File: src/design/toks_pkg.sv
`timescale 1ns / 1ps
// ----------------------------------------------------------------------------
// toks_pkg: shared constants for the top-k sum tracker
// Widths of the result and configuration words, register indexes and the
// default sizing of the sorted cell chain.
// ----------------------------------------------------------------------------
package toks_pkg;

	localparam int DEF_CAPACITY    = 64;
	localparam int DEF_VALUE_WIDTH = 32;

	localparam int SUM_W       = 38;
	localparam int K_W         = 7;
	localparam int CFG_INDEX_W = 4;
	localparam int CFG_DATA_W  = 7;

	localparam logic [CFG_INDEX_W-1:0] REG_K_COUNT       = CFG_INDEX_W'(0);
	localparam logic [CFG_INDEX_W-1:0] REG_PICK_SMALLEST = CFG_INDEX_W'(1);

endpackage

File: src/design/toks_cell.sv
`timescale 1ns / 1ps
// ----------------------------------------------------------------------------
// toks_cell: one rank of the sorted chain
// Holds one value in ascending rank order, shifts up on insertion and adds
// its value into the partial sum from the cell below if its rank is selected.
// ----------------------------------------------------------------------------
module toks_cell #(
	parameter int CAPACITY    = toks_pkg::DEF_CAPACITY,
	parameter int VALUE_WIDTH = toks_pkg::DEF_VALUE_WIDTH,
	parameter int IDX         = 0
) (
	input  logic                                  clk,
	input  logic                                  ins_en,
	input  logic signed [VALUE_WIDTH-1:0]         ins_value,
	input  logic [$clog2(CAPACITY+1)-1:0]         count,
	input  logic [$clog2(CAPACITY+1)-1:0]         sel_lo,
	input  logic [$clog2(CAPACITY+1)-1:0]         sel_hi,
	input  logic                                  prev_gt,
	input  logic signed [VALUE_WIDTH-1:0]         prev_value,
	input  logic signed [toks_pkg::SUM_W-1:0]     psum_in,
	output logic                                  gt,
	output logic signed [VALUE_WIDTH-1:0]         value_out,
	output logic signed [toks_pkg::SUM_W-1:0]     psum_out
);

	localparam int CNT_W = $clog2(CAPACITY+1);
	localparam logic [CNT_W-1:0] MY_IDX = CNT_W'(IDX);

	logic signed [VALUE_WIDTH-1:0]     value_q;
	logic signed [toks_pkg::SUM_W-1:0] psum_q;
	logic signed [toks_pkg::SUM_W-1:0] addend;
	logic                              occupied;
	logic                              selected;

	// empty ranks count as greater than anything
	always_comb begin
		occupied = MY_IDX < count;
		gt       = !occupied || (value_q > ins_value);
		selected = (MY_IDX >= sel_lo) && (MY_IDX < sel_hi);
		addend   = selected ? toks_pkg::SUM_W'(value_q) : '0;
	end

	always_ff @(posedge clk) begin
		if (ins_en && gt) begin
			value_q <= prev_gt ? prev_value : ins_value;
		end
		psum_q <= psum_in + addend;
	end

	assign value_out = value_q;
	assign psum_out  = psum_q;

endmodule

File: config.mk
export PLATFORM = sky130hd
export DESIGN_NAME = toks_cell
export DESIGN_NICKNAME = d
export VERILOG_FILES = /design/src/design/toks_pkg.sv /design/src/design/toks_cell.sv
export SDC_FILE = /design/constraint.sdc
export NUM_CORES = 1
export LEC_CHECK = 0
export BUFFER_PORTS_ARGS = -buffer_cell sky130_fd_sc_hd__buf_2
export CAP_MARGIN = 10
export CORE_MARGIN = 2
export CORE_UTILIZATION = 35
export DETAILED_ROUTE_END_ITERATION = 12
export PLACE_DENSITY_LB_ADDON = 0.1
export SLEW_MARGIN = 20
export SYNTH_ARGS = -nofsm -noshare
export SYNTH_HDL_FRONTEND = slang
export SYNTH_SLANG_ARGS = --single-unit
File: constraint.sdc
create_clock -name clk -period 3.55 [get_ports clk]
set_input_delay 0.355 -clock clk [delete_from_list [all_inputs] [get_ports clk]]
set_output_delay 0.355 -clock clk [all_outputs]
set_load 0.01 [all_outputs]
# Yosys cells after proc, flatten, opt, wreduce, memory -nomap -nowiden

Index checks and enable logic that the tools add are counted.

Word-level logic and storage cells: 13
Input bits: 126
Output and inout bits: 71
Bits in registers: 70

Muxes and demuxes: 2
Magnitude comparators: 4
Reduce and logical (&&, ||, !) cells: 4
Add/subtract/negate cells: 1

Operator list:

| kind                                                                  | count |
|---|---|
| 38-bit adder                                                          | 1 |
| 38-bit two-way mux                                                    | 1 |
| 32-bit greater-than comparator                                        | 1 |
| 32-bit two-way mux                                                    | 1 |
| 1-bit by 7-bit < comparator with 1-bit output (first input constant)  | 2 |
| 1-bit by 7-bit >= comparator with 1-bit output (first input constant) | 1 |
| 1-bit logical AND                                                     | 2 |
| 1-bit zero test                                                       | 1 |
| 1-bit logical OR                                                      | 1 |

# Depth between registers and ports, before layout

Depth in word-level cells: 4
Gate-level depth with buffers: 15
Gate-level depth less buffers: 14

# Worst setup path before layout

Ideal clock, no wire load.

Path kind: input to register
Start point: input sel_lo[0]
End point: register psum_q (netlist bit psum_out[36])
Setup time: 0.118 ns
Data arrival time: 3.068 ns
Data required time: 3.432 ns
Slack: 0.364 ns
Buffers on the path: 1
Stages on the path: 15
Cell sequence: nor4_1 -> nand2_1 -> a21oi_1 -> clkbuf_1 -> and2_1 -> ha_1 -> inv_1 -> fa_1 -> nand2b_1 -> a21oi_1 -> o211ai_2 -> a31oi_1 -> a221o_1 -> a41oi_2 -> xnor2_1

Longest elaborated chain between the ends: 4

RTL lines:

| element                                        | line            | RTL |
|---|---|---|
| start, declared                                | toks_cell.sv:16 | `input logic [$clog2(CAPACITY+1)-1:0] sel_lo,` |
| 1-bit by 7-bit >= comparator with 1-bit output | toks_cell.sv:39 | `selected = (MY_IDX >= sel_lo) && (MY_IDX < sel_hi);` |
| 1-bit logical AND                              | toks_cell.sv:39 |  |
| 38-bit two-way mux                             | toks_cell.sv:40 | `addend = selected ? toks_pkg::SUM_W'(value_q) : '0;` |
| 38-bit adder                                   | toks_cell.sv:47 | `psum_q <= psum_in + addend;` |
| end signal, assigned                           | toks_cell.sv:47 |  |
| end, declared                                  | toks_cell.sv:30 | `logic signed [toks_pkg::SUM_W-1:0] psum_q;` |

Every way passes these cells.
A chain may end at the register's enable or synchronous reset.

# Worst setup path after layout

Same ends and word-level chain as after synthesis.

==> Implementation_results.wiki <==
{| class="wikitable"
! Metric !! Value
|-
| Status || complete, no violations
|-
| Clock tree from TritonCTS || yes
|-
| Drt via density || ~5
|-
| Critical Path AT || 3.40 ns
|-
| Number of remaining DRC errors || 0
|-
| Root buf cell || sky130_fd_sc_hd__clkbuf_16
|-
| Routed Wire Length || roughly 16 mm
|-
| Most common flop cell mapped by yosys || sky130_fd_sc_hd__dfxtp_1
|-
| Total I/O pin count || approximately 200
|-
| Nets || about 1000
|-
| Post-synth cell types || 57
|-
| Synthesized area || 5290 um2
|-
| Initial core utilization || a little over a third
|-
| Via count || a little over 5000
|-
| Unrepaired setup endpoints after global routing || no
|-
| Total setup violations reported at the end of the flow || 0
|-
| Detailed Route Iter0 Violations || 298
|-
| Mean Syn Cell Area || 8.64 um2
|-
| Clock-pin slew of the registers on the worst-case setup and hold paths || about 0.060 ns
|-
| Category of the most critical setup path || primary input to register
|-
| Number of max-capacitance violations reported || 0
|-
| Sequential cell area fraction in the yosys report || 32.5%
|-
| Post-Synthesis Net Count || between 800 and 900
|-
| Kind of start point of the critical path || primary input
|-
| Clock latency at the later pin of the worst-skew pair || between 0.3 and 0.4 ns
|-
| Top fanout value on the critical path || 21
|-
| Synth-to-layout area growth || 28.7%
|-
| Layout cell share with drive strength beyond 1 || 30.0%
|-
| Clock Tree Buf Depth || 2
|-
| Final Skew || between 0.01 and 0.015 ns
|-
| ANT nets after route || 0
|-
| Die extent in x || about 130 um
|-
| Number of enable flip-flop cells after synthesis || 32
|-
| Count of clock tree sinks || 70
|-
| Setup WS post-layout || ~0.38 ns
|-
| Maximum number of pins on one net before global-route repair || 64
|-
| H-Tree Level Count || 3
|-
| Sum of overflow across all layers after global routing || 0
|-
| Register bit count reported by yosys || 70
|-
| Initial DRT Pass Iterations || 5
|-
| Vias in the first global route || ~5000
|-
| Post-detail-place hpwl || 13.2 mm
|-
| Dpl cells || slightly below 1000
|-
| Placer's final routability congestion estimate || a little over 0.9
|-
| Post-placement setup slack || -0.00551 ns
|-
| Std-Cell Core Area || roughly 15000 um2
|-
| Worst supply voltage drop on vdd || about 200 uV
|-
| Minimum period implied by the final worst setup slack || about 3.2 ns
|-
| Share of synthesized registers carrying an async set or reset || 0%
|-
| Element type at the critical path end || register
|-
| Final cycle utilization of the critical path || 89.3%
|-
| Die Outline Area || between 15000 and 20000 um2
|-
| Antenna violations before repair || 0
|-
| Die extent in y || between 100 and 150 um
|-
| Worst slack on hold paths || ~0.25 ns
|-
| Number of max-slew violations in the final report || 0
|-
| Final hold viol count || 0
|-
| Worst Tran Pin Value || approximately 0.93 ns
|-
| Number of inserted diodes || 0
|-
| Number of fillers in the final layout || about 1500
|-
| Cells after synthesis || about 610
|-
| WP data required || 3.78 ns
|-
| Worst slew slack as a fraction of its limit || a little under two fifths
|-
| Number of warnings reported in the yosys synthesis log || 0
|-
| Leak Pwr || 3.40 nW
|-
| Global-route wire length before repair || approximately 25 mm
|-
| Tot GR Track Use || between 10% and 20%
|-
| Port-buffer cells || ~200
|-
| Maximum clock frequency || 0.315 GHz
|-
| Non-filler cells, final || ~1000
|-
| Number of rows in the core area || 44
|-
| Inserted Clock Buffers || 9
|-
| Power per cell area || about 350 nW/um2
|-
| # hold bufs at CTS || 0
|-
| Worst hold-check path type || primary input to register
|-
| Average routed wire per standard cell || roughly 16 um
|}
state kept, by name, summed over array words and instances, names as in the netlist:
signal,cells
value_out,32
psum_out,38
area by class of cell:
class / instances / area [um2] / share of cell area [%]
sequential: 70 / 1720 / 25.3
multi-input combinational: 470 / 3300 / 48.4
tap: 184 / 230 / 3.38
clock buffer: 11 / 264 / 3.88
timing repair buffer: 207 / 1060 / 15.6
clock inverter: 5 / 55.1 / 0.808
inverter: 48 / 180 / 2.64
worst paths after layout:
kind	start	to	slack [ns]	cells after the start
max	sel_lo[0]	psum_out[36]$_DFF_P_	0.38	14
min	psum_in[0]	psum_out[0]$_DFF_P_	0.25	2
min reg2reg	value_out[0]$_DFFE_PP_	psum_out[0]$_DFF_P_	0.70	2
max reg2reg	value_out[21]$_DFFE_PP_	value_out[12]$_DFFE_PP_	0.70	9
routing by layer:
layer | vias to the layer above | part of all wire [%] | global-route usage [%]
met5 | - | 0 | 0
met4 | 0 | 1.8 | 6.79
met3 | 19 | 5.4 | 3.85
met2 | 158 | 46 | 30.8
met1 | 2288 | 47 | 27.2
li1 | 2594 | - | -
logic make-up (layout without fill, tap and decap cells):
logic type / after synthesis / after routing / share of synthesized area, %
fa+ha+maj: 70 / 70 / 16.7
xor+xnor: 35 / 35 / 5.79
simple gates: 182 / 182 / 17.5
compound gates: 181 / 181 / 21.8
flops: 70 / 70 / 32.5
mux: 2 / 2 / 0.425
buf+inv: 73 / 271 / 5.32
Yosys cell counts, types with 7 or more instances:
cell                       number  area [um2]
sky130_fd_sc_hd__ha_1          69         863
sky130_fd_sc_hd__nand2_1       58         218
sky130_fd_sc_hd__o21ai_0       53         265
sky130_fd_sc_hd__inv_1         48         180
sky130_fd_sc_hd__a21oi_1       44         220
sky130_fd_sc_hd__dfxtp_1       38         761
sky130_fd_sc_hd__and2_1        32         200
sky130_fd_sc_hd__edfxtp_1      32         961
sky130_fd_sc_hd__a21o_1        24         180
sky130_fd_sc_hd__nor2_1        24        90.1
sky130_fd_sc_hd__xnor2_1       22         193
sky130_fd_sc_hd__clkbuf_1      18        67.6
sky130_fd_sc_hd__nand4_1       17         106
sky130_fd_sc_hd__xor2_1        13         114
sky130_fd_sc_hd__nor3_1        11        55.1
sky130_fd_sc_hd__nor4_1         9        56.3
sky130_fd_sc_hd__nor2b_1        8        50.1
sky130_fd_sc_hd__a21oi_2        7        61.3
sky130_fd_sc_hd__nand2b_1       7        43.8
power by group:
part           internal (mW)  switching (mW)
clock network          0.603           0.351
logic                  0.199           0.250
registers              0.918          0.0434
cells in the final DEF, fill, tap and decap left out, types with 3 or more instances in the layout:
| master | instances |
|---|---|
| sky130_fd_sc_hd__nand2b_1 | 7 |
| sky130_fd_sc_hd__clkbuf_16 | 10 |
| sky130_fd_sc_hd__a21oi_2 | 8 |
| sky130_fd_sc_hd__nor2b_1 | 8 |
| sky130_fd_sc_hd__nor3_1 | 11 |
| sky130_fd_sc_hd__a31oi_1 | 5 |
| sky130_fd_sc_hd__and2_1 | 32 |
| sky130_fd_sc_hd__inv_1 | 48 |
| sky130_fd_sc_hd__xnor2_1 | 22 |
| sky130_fd_sc_hd__nand4_1 | 17 |
| sky130_fd_sc_hd__o21bai_1 | 4 |
| sky130_fd_sc_hd__nor2_1 | 24 |
| sky130_fd_sc_hd__buf_2 | 196 |
| sky130_fd_sc_hd__a211oi_1 | 3 |
| sky130_fd_sc_hd__nand3_1 | 6 |
| sky130_fd_sc_hd__dfxtp_1 | 38 |
| sky130_fd_sc_hd__buf_4 | 11 |
| sky130_fd_sc_hd__nand2_1 | 58 |
| sky130_fd_sc_hd__o21ai_0 | 53 |
| sky130_fd_sc_hd__a21oi_1 | 43 |
| sky130_fd_sc_hd__a221oi_1 | 3 |
| sky130_fd_sc_hd__nor4_1 | 9 |
| sky130_fd_sc_hd__ha_1 | 69 |
| sky130_fd_sc_hd__edfxtp_1 | 32 |
| sky130_fd_sc_hd__o21ai_1 | 4 |
| sky130_fd_sc_hd__o211ai_1 | 5 |
| sky130_fd_sc_hd__a21o_1 | 24 |
| sky130_fd_sc_hd__o21a_1 | 5 |
| sky130_fd_sc_hd__xor2_1 | 13 |
stage by stage:
stage	power, mW	util, %	instance area [um2]	TNS [ns]
after floorplan	1.21	-	5290	0
after global placement	1.43	44.3	6490	0
after detailed placement	1.43	44.3	6490	-0.00551
after CTS	2.39	46.5	6810	0
after global routing	2.50	46.5	6810	0
final	2.37	46.5	6810	0
critical path: stages:
cell and delay [ns]:
sky130_fd_sc_hd__buf_2 0.10, sky130_fd_sc_hd__nor4_1 0.27, sky130_fd_sc_hd__nand2_1 0.10, sky130_fd_sc_hd__a21oi_2 0.22
sky130_fd_sc_hd__buf_4 0.26, sky130_fd_sc_hd__nand2_1 0.12, sky130_fd_sc_hd__fa_1 0.43, sky130_fd_sc_hd__nand2b_1 0.18
sky130_fd_sc_hd__a21oi_1 0.29, sky130_fd_sc_hd__o211ai_2 0.16, sky130_fd_sc_hd__a31oi_1 0.33, sky130_fd_sc_hd__a221o_1 0.29
sky130_fd_sc_hd__a41oi_2 0.14, sky130_fd_sc_hd__xnor2_1 0.14
what timing repair did:
action	CTS	global route
gates resized for setup	0	1
setup endpoints to repair	0	1
setup buffers	0	0
(Power assumes the default switching activity.)
